===== src/hw/rtl/assert_macros.svh =====
// assertion macros shared by the rtl of the sliding window max/min block
// no dependencies; the checks compile away when SYNTHESIS is defined
`ifndef ASSERT_MACROS_SVH
`define ASSERT_MACROS_SVH
`ifndef SYNTHESIS
// property must hold at every clock edge out of reset
`define SWMM_ASSERT(label, clk, rst_n, prop, msg) \
    label: assert property (@(posedge clk) disable iff (!rst_n) prop) else $error(msg);
// expression must never be true at a clock edge out of reset
`define SWMM_NEVER(label, clk, rst_n, expr, msg) \
    label: assert property (@(posedge clk) disable iff (!rst_n) !(expr)) else $error(msg);
`else
`define SWMM_ASSERT(label, clk, rst_n, prop, msg)
`define SWMM_NEVER(label, clk, rst_n, expr, msg)
`endif
`endif


===== src/hw/rtl/swmm_pkg.sv =====
// shared types and constants of the sliding window max/min block
// no dependencies
`default_nettype none

package swmm_pkg;

    localparam int DATA_W         = 32;
    localparam int WLEN_W         = 11;
    localparam int WINDOW_MAX_DEF = 1024;

    // per-cycle command broadcast to every cell of the candidate chain
    typedef struct packed {
        logic accept;
        logic shift;
        logic purge;
        logic clear;
    } cell_ctrl_t;

endpackage

`default_nettype wire


===== src/hw/rtl/swmm_cell.sv =====
// one cell of the candidate chain: holds one max candidate and its age
// depends on swmm_pkg
`default_nettype none

module swmm_cell import swmm_pkg::*;
#(
    parameter int AGE_W = 11
)
(
    input  wire logic                     clk,
    input  wire logic                     rst_n,
    input  wire cell_ctrl_t               ctrl,
    input  wire logic signed [DATA_W-1:0] sample,
    input  wire logic                     left_keep,
    input  wire logic signed [DATA_W-1:0] r_value,
    input  wire logic        [AGE_W-1:0]  r_age,
    input  wire logic                     r_valid,
    output logic signed      [DATA_W-1:0] value,
    output logic             [AGE_W-1:0]  age,
    output logic                          valid,
    output logic                          keep,
    output logic signed      [DATA_W-1:0] upd_value
);

    logic signed [DATA_W-1:0] value_reg;
    logic signed [DATA_W-1:0] value_next;
    logic        [AGE_W-1:0]  age_reg;
    logic        [AGE_W-1:0]  age_next;
    logic                     valid_reg;
    logic                     valid_next;

    logic signed [DATA_W-1:0] src_value;
    logic        [AGE_W-1:0]  src_age;
    logic                     src_valid;

    // when the oldest candidate leaves, everything moves one cell toward the front
    assign src_value = ctrl.shift ? r_value : value_reg;
    assign src_age   = ctrl.shift ? r_age   : age_reg;
    assign src_valid = ctrl.shift ? r_valid : valid_reg;

    // ties survive: only a strictly larger sample removes a candidate
    assign keep      = src_valid && (src_value >= sample);
    assign upd_value = keep ? src_value : sample;

    always_comb
    begin
        value_next = value_reg;
        age_next   = age_reg;
        valid_next = valid_reg;
        if (ctrl.accept)
        begin
            value_next = upd_value;
            age_next   = keep ? (src_age + AGE_W'(1)) : '0;
            // first cell past the survivors takes the new sample
            valid_next = ctrl.clear ? 1'b0 : (keep || left_keep);
        end
        else if (ctrl.purge)
        begin
            value_next = r_value;
            age_next   = r_age;
            valid_next = r_valid;
        end
    end

    always_ff @(posedge clk or negedge rst_n)
    begin
        if (!rst_n)
        begin
            valid_reg <= 1'b0;
        end
        else
        begin
            valid_reg <= valid_next;
        end
    end

    always_ff @(posedge clk)
    begin
        value_reg <= value_next;
        age_reg   <= age_next;
    end

    assign value = value_reg;
    assign age   = age_reg;
    assign valid = valid_reg;

endmodule

`default_nettype wire


===== config.mk =====
export PLATFORM = sky130hd
export DESIGN_NAME = swmm_cell
export DESIGN_NICKNAME = d
export VERILOG_FILES = /design/src/hw/rtl/assert_macros.svh /design/src/hw/rtl/swmm_pkg.sv /design/src/hw/rtl/swmm_cell.sv
export SDC_FILE = /design/constraint.sdc
export NUM_CORES = 1
export LEC_CHECK = 0
export ABC_CLOCK_PERIOD_IN_PS = 11210
export BUFFER_PORTS_ARGS = -buffer_cell sky130_fd_sc_hd__buf_4
export CORE_UTILIZATION = 50
export CTS_CLUSTER_SIZE = 12
export DETAILED_ROUTE_END_ITERATION = 8
export GPL_TIMING_DRIVEN = 0
export MAX_ROUTING_LAYER = met4
export PLACE_DENSITY = 0.78
export SETUP_SLACK_MARGIN = 0.05
export SYNTH_ARGS = -nofsm -noshare
export SYNTH_HDL_FRONTEND = slang
export SYNTH_SLANG_ARGS = --single-unit

===== constraint.sdc =====
create_clock -name clk -period 11.21 [get_ports clk]
set_input_delay 2.242 -clock clk [delete_from_list [all_inputs] [get_ports clk]]
set_output_delay 2.242 -clock clk [all_outputs]
set_load 0.01 [all_outputs]

==> flow_summary.html <==
<table>
<tr><th>Metric</th><th>Value</th></tr>
<tr><th colspan="2">Run status</th></tr>
<tr><td>Result of the run</td><td>finished clean</td></tr>
<tr><th colspan="2">Clocking</th></tr>
<tr><td>Maximum number of buffers from clock root to sink</td><td>2</td></tr>
<tr><td>CTS buffer count</td><td>5</td></tr>
<tr><td>Post-CTS Resized</td><td>0</td></tr>
<tr><td>Root buffer cell</td><td>sky130_fd_sc_hd__clkbuf_8</td></tr>
<tr><td>Number of sinks on the clock net</td><td>between 40 and 50</td></tr>
<tr><td>Source-to-sink clock delay at the later pin of the worst-skew pair</td><td>between 0.3 and 0.4 ns</td></tr>
<tr><td>Post-CTS setup buffer count</td><td>0</td></tr>
<tr><td>Depth of the CTS H-tree</td><td>2</td></tr>
<tr><td>Clk slew on worst S/H paths</td><td>0.09 ns</td></tr>
<tr><td>Number of hold buffers added after cts</td><td>0</td></tr>
<tr><td>CTS tree</td><td>built</td></tr>
<tr><th colspan="2">Cells and area</th></tr>
<tr><td>Number of nets in the layout</td><td>between 700 and 800</td></tr>
<tr><td>Share of cells above drive strength 1</td><td>0.325</td></tr>
<tr><td>Finished Cell Area</td><td>roughly 0.0057 mm2</td></tr>
<tr><td>Number of antenna repair diodes</td><td>0</td></tr>
<tr><td>Number of flip-flops under the largest register name</td><td>32</td></tr>
<tr><td>Commonest non-fill, non-tap cell in the layout</td><td>sky130_fd_sc_hd__buf_4</td></tr>
<tr><td>Area growth, synth to finish</td><td>32.2%</td></tr>
<tr><td>Commonest cells after routing, fill and taps aside</td><td>sky130_fd_sc_hd__buf_4 (161), sky130_fd_sc_hd__inv_1 (47), sky130_fd_sc_hd__nand3_1 (46)</td></tr>
<tr><th colspan="2">Global route</th></tr>
<tr><td>Overall Global Routing Usage</td><td>0.297</td></tr>
<tr><td>Largest net degree at the start of global routing</td><td>44</td></tr>
<tr><td>Wire length of the first global-routing pass</td><td>approximately 20000 um</td></tr>
<tr><td>Number of global-route vias before repair</td><td>4430</td></tr>
<tr><td>Number of antenna violations at the first check in global routing</td><td>0</td></tr>
<tr><td>Residual overflow from global routing</td><td>0</td></tr>
<tr><th colspan="2">Setup path</th></tr>
<tr><td>Startpoint types</td><td>input pin</td></tr>
<tr><td>Max Fanout on Critical Path</td><td>10</td></tr>
<tr><td>Critical Path Sink Type</td><td>output port</td></tr>
<tr><td>Critical path required time</td><td>8.97 ns</td></tr>
<tr><td>Worst flop-to-flop path startpoint</td><td>value[0]</td></tr>
<tr><td>Timing startpoint of the critical path</td><td>ctrl[2]</td></tr>
<tr><td>Worst Path Arrival</td><td>between 6 and 7 ns</td></tr>
<tr><td>CP Class</td><td>input pin to output port</td></tr>
<tr><th colspan="2">Power and ir drop</th></tr>
<tr><td>Part of the power in combinational logic</td><td>0.497</td></tr>
<tr><td>Int Pwr</td><td>~420 uW</td></tr>
<tr><td>Leak Pwr</td><td>approximately 2.7 nW</td></tr>
<tr><td>Power density over cell area</td><td>~120 mW/mm2</td></tr>
<tr><td>Worst vdd ir</td><td>approximately 0.000062 V</td></tr>
<tr><td>Proportion of power drawn by the clock network</td><td>0.158</td></tr>
<tr><td>Switching Share</td><td>0.381</td></tr>
<tr><td>Sequential share of power</td><td>0.344</td></tr>
<tr><td>Net switching component of the power</td><td>~260 uW</td></tr>
<tr><th colspan="2">STA</th></tr>
<tr><td>Number of endpoints with negative hold slack in the final report</td><td>0</td></tr>
<tr><td>Final worst-path cycle share</td><td>0.783</td></tr>
<tr><td>Final critical path time including I/O delays and setup</td><td>around 8.8 ns</td></tr>
<tr><td>Unrepaired setup endpoints after global routing</td><td>false</td></tr>
<tr><td>Setup total negative slack</td><td>0 ns</td></tr>
<tr><td>Max-slew headroom</td><td>0.244</td></tr>
<tr><td>Setup Skew</td><td>between 0.015 and 0.02 ns</td></tr>
<tr><td>Max Slew Vio Count</td><td>0</td></tr>
<tr><td>Peak clock frequency supported by timing</td><td>approximately 110 MHz</td></tr>
<tr><td>Worst-Margin Slew</td><td>1.13 ns</td></tr>
<tr><td>Final setup violation count</td><td>0</td></tr>
<tr><th colspan="2">Synthesis</th></tr>
<tr><td>Most used DFF post-synth</td><td>sky130_fd_sc_hd__edfxtp_1</td></tr>
<tr><td>Total standard cell area after synthesis</td><td>0.00432 mm2</td></tr>
<tr><td>Post-synth ARST share</td><td>0.0227</td></tr>
<tr><td>Register bit count reported by yosys</td><td>44</td></tr>
<tr><td>Syn avg cell area</td><td>roughly 8.7 um2</td></tr>
<tr><td>Number of synthesized flops with an enable pin</td><td>between 40 and 50</td></tr>
<tr><td>Number of library cell types mapped by synthesis</td><td>41</td></tr>
<tr><td>Sequential cell area fraction in the yosys report</td><td>0.305</td></tr>
<tr><td>Gate count after technology mapping</td><td>between 400 and 500</td></tr>
<tr><td>Syn nets</td><td>610</td></tr>
<tr><td>Warning count from the yosys run</td><td>0</td></tr>
<tr><th colspan="2">Die</th></tr>
<tr><td>Die boundary width</td><td>roughly 95 um</td></tr>
<tr><td>I/O pins</td><td>160</td></tr>
<tr><td>Starting density of the core</td><td>0.520</td></tr>
<tr><td>Vertical die dimension</td><td>between 90 and 100 um</td></tr>
<tr><td>Area of the placeable core</td><td>approximately 0.0083 mm2</td></tr>
<tr><td>Cell Rows</td><td>33</td></tr>
<tr><td>Die Footprint</td><td>between 0.009 and 0.01 mm2</td></tr>
<tr><th colspan="2">Place</th></tr>
<tr><td>Post-detailed-placement cell area</td><td>0.00563 mm2</td></tr>
<tr><td>Gp weighted congestion</td><td>approximately 0.92</td></tr>
<tr><td>Final HPWL DP</td><td>between 9000 and 10000 um</td></tr>
<tr><td>Total of buffers placed on input and output ports</td><td>roughly 160</td></tr>
<tr><th colspan="2">Hold path</th></tr>
<tr><td>Hold Path Origin</td><td>valid</td></tr>
<tr><td>Worst min path class</td><td>register to register</td></tr>
<tr><th colspan="2">Drt</th></tr>
<tr><td>Detailed Routing Iterations Pass 1</td><td>5</td></tr>
<tr><td>DR WL/cell</td><td>about 17 um</td></tr>
<tr><td>Total wirelength of the detailed-routed design</td><td>approximately 13000 um</td></tr>
<tr><td>Iter 0 DRT Violations</td><td>258</td></tr>
<tr><td>Vias</td><td>roughly 4500</td></tr>
<tr><td>Number of design rule violations left after detail routing</td><td>0</td></tr>
<tr><td>Via-per-instance ratio</td><td>just under 6</td></tr>
<tr><td>Residual antenna-violating net count after detailed routing</td><td>0</td></tr>
<tr><th colspan="2">Job</th></tr>
<tr><td>Count of maximum capacitance violations</td><td>0</td></tr>
</table>
==> per-layer routing <==
layer,global-route usage,vias up,routed length [um]
li1,-,2143,-
met1,0.377,2127,5630
met2,0.492,210,6240
met3,0.0330,23,913
met4,0.0985,0,193
met5,-,-,0
==> path summary, 6_finish.rpt <==
path | cells past startpoint | endpoint | slack, ns
setup / recovery | 16 | upd_value[12] | 2.44
hold / removal | 2 | valid | 0.63
max in group asynchronous | 1 | valid | 9.44
hold reg to reg | 2 | valid | 0.63
setup reg to reg | 10 | age[7] | 7.98
min in group asynchronous | 1 | valid | 1.69
==> stage by stage <==
stage                     cells  hold WS [ns]   util  setup WS (ns)  total power, mW
final                       764         0.634  0.688           2.44            0.677
after global routing        764         0.695  0.688           2.17            0.713
after CTS                   764         0.630  0.688           2.47            0.674
after detailed placement    756         0.610  0.678           2.50            0.571
after global placement      756         0.590  0.678           2.48            0.563
after floorplan             494         0.619      -           3.35            0.424
==> cells in the mapped netlist (3+ instances only) <==
master / count / area, um2
sky130_fd_sc_hd__mux2_2: 31 / 349
sky130_fd_sc_hd__buf_1: 3 / 11.3
sky130_fd_sc_hd__a21oi_1: 43 / 215
sky130_fd_sc_hd__or3_1: 32 / 200
sky130_fd_sc_hd__edfxtp_1: 43 / 1290
sky130_fd_sc_hd__nand2b_1: 4 / 25.0
sky130_fd_sc_hd__buf_6: 4 / 45.0
sky130_fd_sc_hd__nor2b_1: 3 / 18.8
sky130_fd_sc_hd__inv_1: 47 / 176
sky130_fd_sc_hd__xnor2_1: 5 / 43.8
sky130_fd_sc_hd__xor2_1: 5 / 43.8
sky130_fd_sc_hd__ha_1: 33 / 413
sky130_fd_sc_hd__buf_4: 4 / 30.0
sky130_fd_sc_hd__clkbuf_1: 17 / 63.8
sky130_fd_sc_hd__buf_2: 5 / 25.0
sky130_fd_sc_hd__clkbuf_2: 3 / 15.0
sky130_fd_sc_hd__a22oi_1: 10 / 75.1
sky130_fd_sc_hd__nand2_1: 24 / 90.1
sky130_fd_sc_hd__nand3_1: 46 / 230
sky130_fd_sc_hd__mux2i_1: 11 / 110
sky130_fd_sc_hd__nor2_1: 33 / 124
sky130_fd_sc_hd__nand4_1: 5 / 31.3
sky130_fd_sc_hd__o22ai_1: 12 / 75.1
sky130_fd_sc_hd__o21ai_0: 16 / 80.1
sky130_fd_sc_hd__o211a_1: 32 / 320
==> power groups by stage <==
stage	Combinational [mW]	Clock, mW	Sequential, mW
after CTS	0.335	0.105	0.233
after floorplan	0.180	0	0.243
after global placement	0.328	0	0.235
after detailed placement	0.334	0	0.237
after global routing	0.366	0.110	0.237
final	0.337	0.107	0.233
==> cell type report <==
class | instances | area (um2)
multi-input combinational | 367 | 2630
fill | 708 | 2590
sequential | 44 | 1320
timing repair buffer | 157 | 1180
buffer | 36 | 190
inverter | 47 | 176
tap | 105 | 131
clock buffer | 7 | 76.3
clock inverter | 1 | 5.00
==> critical path: stages <==
cell and delay (ns):
sky130_fd_sc_hd__buf_2 0.19, sky130_fd_sc_hd__clkbuf_1 0.38, sky130_fd_sc_hd__clkbuf_1 0.42, sky130_fd_sc_hd__buf_1 0.51, sky130_fd_sc_hd__mux2_2 0.42, sky130_fd_sc_hd__ha_1 0.39, sky130_fd_sc_hd__nand4_1 0.20, sky130_fd_sc_hd__nor3_1 0.22
sky130_fd_sc_hd__a221oi_1 0.11, sky130_fd_sc_hd__and2_1 0.24, sky130_fd_sc_hd__a221oi_4 0.41, sky130_fd_sc_hd__buf_6 0.22, sky130_fd_sc_hd__buf_4 0.19, sky130_fd_sc_hd__nor2_1 0.06, sky130_fd_sc_hd__a21oi_1 0.16, sky130_fd_sc_hd__buf_4 0.15
==> logic make-up after synthesis <==
logic type,count (synthesis),synth area share
AOI/OAI and AO/OA,124,0.204
muxes,42,0.106
DFF,44,0.305
xor gates and xnor gates,10,0.0203
buffers and inverters,83,0.0849
and+or+nand+nor,158,0.184
adders and majority gates,33,0.0957
Power figures use the tool's default switching activity.
