--- src/hw/rtl/assert_macros.svh ---
// assertion macros shared by the rtl of the sliding window max/min block
// no dependencies; the checks compile away when SYNTHESIS is defined
`ifndef ASSERT_MACROS_SVH
`define ASSERT_MACROS_SVH
`ifndef SYNTHESIS
// property must hold at every clock edge out of reset
`define SWMM_ASSERT(label, clk, rst_n, prop, msg) \
    label: assert property (@(posedge clk) disable iff (!rst_n) prop) else $error(msg);
// expression must never be true at a clock edge out of reset
`define SWMM_NEVER(label, clk, rst_n, expr, msg) \
    label: assert property (@(posedge clk) disable iff (!rst_n) !(expr)) else $error(msg);
`else
`define SWMM_ASSERT(label, clk, rst_n, prop, msg)
`define SWMM_NEVER(label, clk, rst_n, expr, msg)
`endif
`endif

--- src/hw/rtl/swmm_pkg.sv ---
// shared types and constants of the sliding window max/min block
// no dependencies
`default_nettype none

package swmm_pkg;

    localparam int DATA_W         = 32;
    localparam int WLEN_W         = 11;
    localparam int WINDOW_MAX_DEF = 1024;

    // per-cycle command broadcast to every cell of the candidate chain
    typedef struct packed {
        logic accept;
        logic shift;
        logic purge;
        logic clear;
    } cell_ctrl_t;

endpackage

`default_nettype wire

--- src/hw/rtl/swmm_min_stage.sv ---
// second stage and output register: running minimum of full-window maxima
// depends on swmm_pkg
`default_nettype none

module swmm_min_stage import swmm_pkg::*;
(
    input  wire logic                     clk,
    input  wire logic                     rst_n,
    input  wire logic                     load,
    input  wire logic signed [DATA_W-1:0] front,
    input  wire logic                     full,
    input  wire logic                     last,
    output logic                          mid_ready,
    output logic                          out_valid,
    input  wire logic                     out_stall,
    output logic signed      [DATA_W-1:0] window_max,
    output logic                          window_full,
    output logic signed      [DATA_W-1:0] min_of_maxima,
    output logic                          min_valid,
    output logic                          end_of_array
);

    logic                     mid_valid_reg;
    logic                     mid_valid_next;
    logic signed [DATA_W-1:0] front_reg;
    logic                     full_reg;
    logic                     last_reg;

    logic signed [DATA_W-1:0] rmin_reg;
    logic signed [DATA_W-1:0] rmin_next;
    logic                     rmin_valid_reg;
    logic                     rmin_valid_next;

    logic                     out_valid_reg;
    logic                     out_valid_next;
    logic signed [DATA_W-1:0] max_reg;
    logic                     full_out_reg;
    logic signed [DATA_W-1:0] min_out_reg;
    logic                     min_valid_out_reg;
    logic                     end_reg;

    logic                     out_free;
    logic                     out_load;
    logic signed [DATA_W-1:0] new_min;
    logic                     new_min_valid;

    assign out_free  = !out_valid_reg || !out_stall;
    assign mid_ready = !mid_valid_reg || out_free;
    assign out_load  = out_free && mid_valid_reg;

    always_comb
    begin
        new_min       = rmin_reg;
        new_min_valid = rmin_valid_reg;
        if (full_reg && (!rmin_valid_reg || (front_reg < rmin_reg)))
        begin
            new_min       = front_reg;
            new_min_valid = 1'b1;
        end
    end

    always_comb
    begin
        mid_valid_next  = mid_ready ? load : mid_valid_reg;
        out_valid_next  = out_free ? mid_valid_reg : out_valid_reg;
        rmin_next       = rmin_reg;
        rmin_valid_next = rmin_valid_reg;
        if (out_load)
        begin
            // end of array starts the next one from scratch
            rmin_next       = last_reg ? '0 : new_min;
            rmin_valid_next = last_reg ? 1'b0 : new_min_valid;
        end
    end

    always_ff @(posedge clk or negedge rst_n)
    begin
        if (!rst_n)
        begin
            mid_valid_reg  <= 1'b0;
            out_valid_reg  <= 1'b0;
            rmin_reg       <= '0;
            rmin_valid_reg <= 1'b0;
        end
        else
        begin
            mid_valid_reg  <= mid_valid_next;
            out_valid_reg  <= out_valid_next;
            rmin_reg       <= rmin_next;
            rmin_valid_reg <= rmin_valid_next;
        end
    end

    always_ff @(posedge clk)
    begin
        if (mid_ready && load)
        begin
            front_reg <= front;
            full_reg  <= full;
            last_reg  <= last;
        end
        if (out_load)
        begin
            max_reg           <= front_reg;
            full_out_reg      <= full_reg;
            min_out_reg       <= new_min_valid ? new_min : '0;
            min_valid_out_reg <= new_min_valid;
            end_reg           <= last_reg;
        end
    end

    assign out_valid     = out_valid_reg;
    assign window_max    = max_reg;
    assign window_full   = full_out_reg;
    assign min_of_maxima = min_out_reg;
    assign min_valid     = min_valid_out_reg;
    assign end_of_array  = end_reg;

endmodule

`default_nettype wire

--- config.mk ---
export PLATFORM = sky130hd
export DESIGN_NAME = swmm_min_stage
export DESIGN_NICKNAME = d
export VERILOG_FILES = /design/src/hw/rtl/assert_macros.svh /design/src/hw/rtl/swmm_pkg.sv /design/src/hw/rtl/swmm_min_stage.sv
export SDC_FILE = /design/constraint.sdc
export NUM_CORES = 1
export LEC_CHECK = 0
export ABC_AREA = 1
export BUFFER_PORTS_ARGS = -buffer_cell sky130_fd_sc_hd__buf_2
export CORE_MARGIN = 4
export CORE_UTILIZATION = 50
export DETAILED_ROUTE_END_ITERATION = 10
export PLACE_DENSITY = 0.8
export SETUP_SLACK_MARGIN = 0.05
export SKIP_CTS_REPAIR_TIMING = 1
export SLEW_MARGIN = 20
export SYNTH_ARGS = -nofsm -noshare
export SYNTH_HDL_FRONTEND = slang
export SYNTH_SLANG_ARGS = --single-unit
--- constraint.sdc ---
create_clock -name clk -period 7.4 [get_ports clk]
set_input_delay 1.11 -clock clk [delete_from_list [all_inputs] [get_ports clk]]
set_output_delay 1.11 -clock clk [all_outputs]
set_load 0.02 [all_outputs]
==> results of run 1 <==
[metal layers]
metal,track usage,share of wire,wire length (um)
met1,0.236,0.41,5370
met2,0.311,0.50,6430
met3,0.0589,0.067,869
met4,0.0880,0.024,316
met5,0,0,0
[kinds of logic after synthesis]
group                      Yosys count  share of synthesized area
and+or+nand+nor                    280                      0.225
buffers and inverters               97                     0.0673
DFF                                136                      0.628
AOI/OAI and AO/OA                   21                     0.0179
adders and majority gates           31                     0.0623
[metrics by stage]
step / setup slack (ns) / cells / power, mW
2_1_floorplan: 1.49 / 565 / 1.38
3_3_place_gp: 3.78 / 825 / 1.50
3_5_place_dp: 3.74 / 825 / 1.52
4_1_cts: 3.94 / 857 / 2.37
5_1_grt: 3.71 / 857 / 2.47
6_report: 3.92 / 857 / 2.35
[cell type report]
type                    count  area (um2)
clock inverters            15         160
fillers                   963        4630
inverters                  78         293
repair buffers            111         568
clock buffers              17         425
flip-flops and latches    136        3910
multi-input cells         332        1920
well taps                 168         210
[worst max-delay path by stage]
stage | startpoint | to | slack, ns
global placement | out_stall | rmin_valid_reg | 3.78
CTS | rmin_reg[5] | min_of_maxima[8] | 3.94
detailed placement | out_stall | rmin_reg[27] | 3.74
finish | rmin_reg[5] | min_of_maxima[8] | 3.92
floorplan | out_stall | rmin_reg[0] | 1.49
global route | rmin_reg[3] | min_of_maxima[8] | 3.71
[power groups by stage]
stage | logic [mW] | clock network (mW) | registers, mW
after floorplan | 0.324 | 0 | 1.06
after global placement | 0.490 | 0 | 1.00
after detailed placement | 0.517 | 0 | 1.01
after CTS | 0.523 | 0.847 | 0.995
after global routing | 0.580 | 0.881 | 1.01
final | 0.518 | 0.835 | 0.995
[worst register-to-register path, delay by kind of cell (launching register included)]
| kind | cells | cell delay (ns) |
|---|---|---|
| AO/OA/AOI/OAI | 1 | 0.17 |
| flip-flops | 1 | 0.38 |
| buffers and inverters | 1 | 0.13 |
| AND/OR/NAND/NOR | 13 | 2.24 |
| adder cells (fa/ha/maj) | 1 | 0.26 |
[cells in the mapped netlist, types with 3 or more instances]
library cell  count  area (um2)
nand2_1         133         499
edfxtp_1        101        3030
inv_1            77         289
nand3_1          66         330
nor2_1           41         154
dfrtp_1          35         876
ha_1             31         388
nand2_4          31         349
a21oi_1          15        75.1
clkbuf_1         10        37.5
buf_2             5        25.0
buf_12            3        60.1
o21ai_0           3        15.0
[placed cells by master (no fill, tap or decap), types with 2 or more instances in the layout]
cell        count
nand2_4        31
edfxtp_1      101
clkbuf_16      17
nor2_4          2
ha_1           31
bufinv_16       3
nor2_2          3
nand3_1        66
nor2_1         38
buf_4           5
clkinv_1        4
o21ai_0         3
a21oi_1        15
buf_2         106
inv_1          77
nor3_1          2
clkinv_2        4
dfrtp_1        35
nand2_1       133
clkinvlp_4      4
nand2_2         2
==> run summary, run 1 <==
Final setup fails: 0
Post-Syn Instances: 565
Syn Nets: 634
Vias/cell: 5.01
Tmin final: 3.48 ns
CP Data Required Time: 7.52 ns
Worst VDD drop: 146 uV
Hold Crit Depth: 0
Yosys warnings: 0
Ant diodes: 0
HPWL after detailed placement: 8.41 mm
Die ar.: 14,300 um2
End of the worst register-to-register path: min_of_maxima[8]
Ratio of cells with drive above 1 in the final layout: 0.263
Number of flops mapped to enable cells by yosys: 101
Logic pwr share: 0.221
H-tree lvl count: 4
WL/cell: 15.1 um
Antenna violations before repair: 0
Clock latency on the worst-skew pair: 0.42 ns
RD Place Congestion: 0.793
Crit path launch type: flip-flop
Slowest-stage cell, CP: nand2_4
Clock-pin slew on the worst setup and hold paths: 0.06 ns
Clock network power share: 0.356
RSZ-0062 raised after global routing: no
Flop2flop setup slack: 3.92 ns
Sw Ratio: 0.302
Worst Skew: 0.00847 ns
Die width: 120 um
Slew Viols, Final: 0
Pre-antenna DRT Iters: 5
Max Cap Violations: 0
CP top delay family: simple AND/OR/NAND/NOR gates
Crit Path Max Fanout: 33
Clock Sinks: 136
R2r startpoint: rmin_reg[5]
Syn-to-layout area delta: 20.1%
Final hold violations: 0
Final nets: 745
Sequential share of power: 0.424
Fin Setup TNS: 0 ns
Post-DP Area: 6900 um2
CTS Buf Count: 17
Vias in the first global route: 4,439
Core area: 12,100 um2
Outcome: completed
Psw: 0.710 mW
Mapped Avg Cell Area: 11.0 um2
Flop and latch count out of synthesis: 136
Largest net degree at the start of global routing: 39
Slew headroom: 0.355
Critical path class: flip-flop to flip-flop
CTS tree: yes
Hold Path Origin: front_reg[0]
Clock buffer depth: 2
Netlist cell types: 24
Post-Route WL: 13.0 mm
PD cells: 314 nW/um2
First-pass GRT wire length: 21.4 mm
Asr flop ratio synth: 0.257
Util after Layout: 0.618
Internal power: 1.64 mW
Buffers on Ports: 106
Ports: 107
Worst path max stage delay: 0.87 ns
Min-Delay Path Class: flip-flop to flip-flop
Register area share after synthesis: 0.628
Initial Util: 0.514
Tightest Pin Transition: 0.961 ns
Max Clock Freq: 0.287 GHz
DRT antenna net count: 0
Via count: 4,297
Grt total ovfl: 0
Cell breakdown of the critical path: inv_1 -> ha_1 -> a21oi_1 -> nor2_1 -> nor3_1 -> nand2_1 -> nand2_1 -> nand2_1 -> nand2_2 -> nand2_1 -> nand2_2 -> nand3_4 -> nand2_4 -> nand2_1 -> nand2_1 -> nor2_1
Chip height: 120 um
WP data arrival: 3.61 ns
R2R depth: 16
Static Leak: 3.54 nW
Root buffer cell: clkbuf_16
DR iter-0 viols: 334
Crit-path most repeated cell: nand2_1
Synth Flop Type: edfxtp_1
Cell count along the critical path: 16
Worst Hold Path EP: window_max[0]
Final Cycle Share: 0.471
Critical Path End Type: flip-flop
Hold slack final: 0.462 ns
Row cnt: 40
DRC Markers: 0
Mapped Area: 6230 um2
Global-route usage over all layers: 0.192
Final instance area: 7480 um2
Crit path buffers/inverters: 1
No activity file was read; power rests on OpenSTA's default activity.
==> run 2, diff against run 1 <==
ABC_AREA = 0   (was 1)
PLACE_DENSITY = 0.81   (was 0.8)
clock period = 3.61 ns   (was 7.4 ns; I/O delays follow)
==> run summary, run 2 <==
Worst Skew: 0.00918 ns (+0.000719 ns)
Tightest Pin Transition: 0.911 ns (-0.0500 ns)
Final hold violations: 0 (unchanged)
Multi-input gate area: 1450 um2 (-25%)
Crit Path Max Fanout: 23 (-30%)
Post-Syn Instances: 409 (-28%)
Static Leak: 2.86 nW (-19%)
CTS tree: yes
DRC Markers: 0 (unchanged)
Synth top cells by count: edfxtp_1, nand2_1, dfrtp_1, inv_1
Initial Util: 0.512 (-0.00219)
Global-route usage over all layers: 0.189 (-0.00277)
FILL cells: 835 (-13%)
Antenna violations before repair: 1 (+1)
Netlist cell types: 31 (+29%)
RD Place Congestion: 0.778 (-2.0%)
Row cnt: 38 (-5.0%)
Max Clock Freq: 0.318 GHz (+11%)
Crit path buffers/inverters: 1 (unchanged)
PD cells: 668 nW/um2 (+110%)
Largest area contributor in the netlist: edfxtp_1
Largest net degree at the start of global routing: 41 (+5.1%)
Root buffer cell: clkbuf_8
Number of flops mapped to enable cells by yosys: 101 (unchanged)
Vias/cell: 5.35 (+6.8%)
Yosys warnings: 0 (unchanged)
Mapped Area: 5580 um2 (-10%)
Cell count after placement: 645 (-22%)
Chip height: 114 um (-5.0%)
Ports: 107 (unchanged)
Via count: 3,625 (-16%)
R2r startpoint: front_reg[14]
Flop2flop setup slack: 0.46 ns (-3.45 ns)
Cell breakdown of the critical path: ha_1 -> nand4_1 -> or3_1 -> nor4_1 -> o311ai_1 -> o2111a_2 -> o21ai_2 -> buf_12 -> a22o_1
Crit path launch type: flip-flop
Mapped Avg Cell Area: 13.6 um2 (+24%)
Most common cell after layout, fill and taps aside: buf_2
Synth area leaders: edfxtp_1, dfrtp_1, ha_1, nand2_1, a22o_1
Ant diodes: 0 (unchanged)
Clock Sinks: 136 (unchanged)
CP Data Required Time: 4.07 ns (-3.45 ns)
Outcome: completed
Sequential share of power: 0.441 (+0.017)
HPWL after detailed placement: 7.71 mm (-8.3%)
Vias in the first global route: 3,755 (-15%)
RSZ-0062 raised after global routing: no
H-tree lvl count: 4 (unchanged)
Top-count cell post-synth: edfxtp_1
Critical Path End Type: flip-flop
CTS Buf Count: 17 (unchanged)
Final Cycle Share: 0.871 (+0.400)
Psw: 1.21 mW (+71%)
Sw Ratio: 0.264 (-0.0388)
WP data arrival: 3.60 ns (about the same)
Logic pwr share: 0.162 (-0.059)
Final non-filler cell total: 677 (-21%)
Die width: 114 um (-5.0%)
Critical path class: flip-flop to flip-flop
Internal power: 3.39 mW (+110%)
Final setup fails: 0 (unchanged)
Flop and latch count out of synthesis: 136 (unchanged)
Clock latency on the worst-skew pair: 0.53 ns (+0.11 ns)
Clock-pin slew on the worst setup and hold paths: 0.06 ns (about the same)
CP top delay family: compound AO/OA/AOI/OAI gates
Tmin final: 3.15 ns (-0.339 ns)
Slew headroom: 0.392 (+0.0373)
Synth Flop Type: edfxtp_1
Core area: 10,900 um2 (-10%)
Ratio of cells with drive above 1 in the final layout: 0.279 (+0.0166)
Clock network power share: 0.397 (+0.041)
Final nets: 593 (-20%)
Worst path max stage delay: 0.44 ns (-0.43 ns)
FF/Latch Area: 3910 um2 (unchanged)
Crit path from: front_reg[14]
Min-Delay Path Class: input port to async pin
Slew Viols, Final: 0 (unchanged)
WL/cell: 16.8 um (+11%)
Clock buffer depth: 2 (unchanged)
Yosys top cell area share: 0.544 (+0.0570)
Asr flop ratio synth: 0.257 (unchanged)
Fin Setup TNS: 0 ns (unchanged)
Buffers on Ports: 106 (unchanged)
Pre-antenna DRT Iters: 5 (unchanged)
Slowest-stage cell, CP: edfxtp_1
Register area share after synthesis: 0.701 (+0.0735)
Post-Route WL: 11.4 mm (-12%)
DRT antenna net count: 0 (unchanged)
First-pass GRT wire length: 18.8 mm (-12%)
Max Cap Violations: 0 (unchanged)
Worst VDD drop: 608 uV (+310%)
Commonest non-fill, non-tap cells in the layout: buf_2, edfxtp_1, nand2_1, dfrtp_1, inv_1
Grt total ovfl: 0 (unchanged)
Syn-to-layout area delta: 23.6%
DR iter-0 viols: 165 (-51%)
Syn Nets: 478 (-25%)
Die ar.: 12,900 um2 (-9.8%)
-- run 2: cell types whose count changed in the layout (fill, tap and decap cells not counted), moves of 4 or more --
| cell | change |
|---|---|
| nand3_1 | -62 |
| nand2_1 | -57 |
| inv_1 | -44 |
| nor2_1 | -35 |
| a22o_1 | +31 |
| nand2_4 | -31 |
| o21ai_0 | +24 |
| o21ai_1 | +8 |
| nand4_1 | +4 |
-- run 2: power groups by stage --
stage          Sequential [mW]  Clock (mW)  Combinational [mW]
6_report                  2.03        1.83               0.746
4_1_cts                   2.03        1.86               0.756
5_1_grt                   2.05        1.94               0.837
2_1_floorplan             2.13           0               0.423
3_5_place_dp              2.05           0               0.750
3_3_place_gp              2.05           0               0.709
-- run 2: cell type report --
type,count,area share
clock buffer,19,0.0627
tap,140,0.0254
inverter,34,0.0185
multi-input combinational,222,0.210
clock inverter,13,0.0294
timing repair buffer,113,0.0865
sequential,136,0.567
-- run 2: stage by stage --
stage / setup WS [ns] / cell area (um2) / hold WS (ns) / total power, mW / util
detailed placement: 0.509 / 6250 / 0.476 / 2.80 / 0.574
global placement: 0.597 / 6250 / 0.476 / 2.76 / 0.574
floorplan: 0.665 / 5580 / 0.246 / 2.55 / -
finish: 0.465 / 6890 / 0.129 / 4.60 / 0.633
global route: 0.283 / 6890 / 0.159 / 4.83 / 0.633
CTS: 0.461 / 6890 / 0.137 / 4.64 / 0.633
-- run 2: cells by family (layout without fill, tap and decap cells) --
kind of cell / Yosys count / in the layout / share of synthesized area
AND/OR/NAND/NOR: 100 / 100 / 0.0788
buffers and inverters: 51 / 179 / 0.0402
flip-flops: 136 / 136 / 0.701
AO/OA/AOI/OAI: 91 / 91 / 0.110
adder cells (fa/ha/maj): 31 / 31 / 0.0696
-- run 2: final timing paths --
kind,to,cells past startpoint
worst max-delay path,rmin_reg[3],9
worst min-delay path,rmin_reg[12],1
worst max register to register,rmin_reg[3],9
worst min register to register,out_valid,1
max in group asynchronous,rmin_reg[29],1
min in group clk,front_reg[14],1
-- run 2: layer usage --
| layer | vias to the layer above | wire, um | global-route usage |
|---|---|---|---|
| met1 | 1745 | 4790 | 0.246 |
| li1 | 1724 | - | - |
| met4 | 2 | 153 | 0.0793 |
| met2 | 136 | 5530 | 0.295 |
| met3 | 18 | 904 | 0.0594 |
| met5 | - | 19 | 0 |
-- run 2: worst register-to-register path, delay by kind of cell (launching register included) --
| kind | cells | cell delay, ns |
|---|---|---|
| buffers and inverters | 1 | 0.24 |
| adders and majority gates | 1 | 0.35 |
| DFF | 1 | 0.44 |
| and+or+nand+nor | 3 | 0.92 |
| AOI/OAI and AO/OA | 4 | 1.12 |
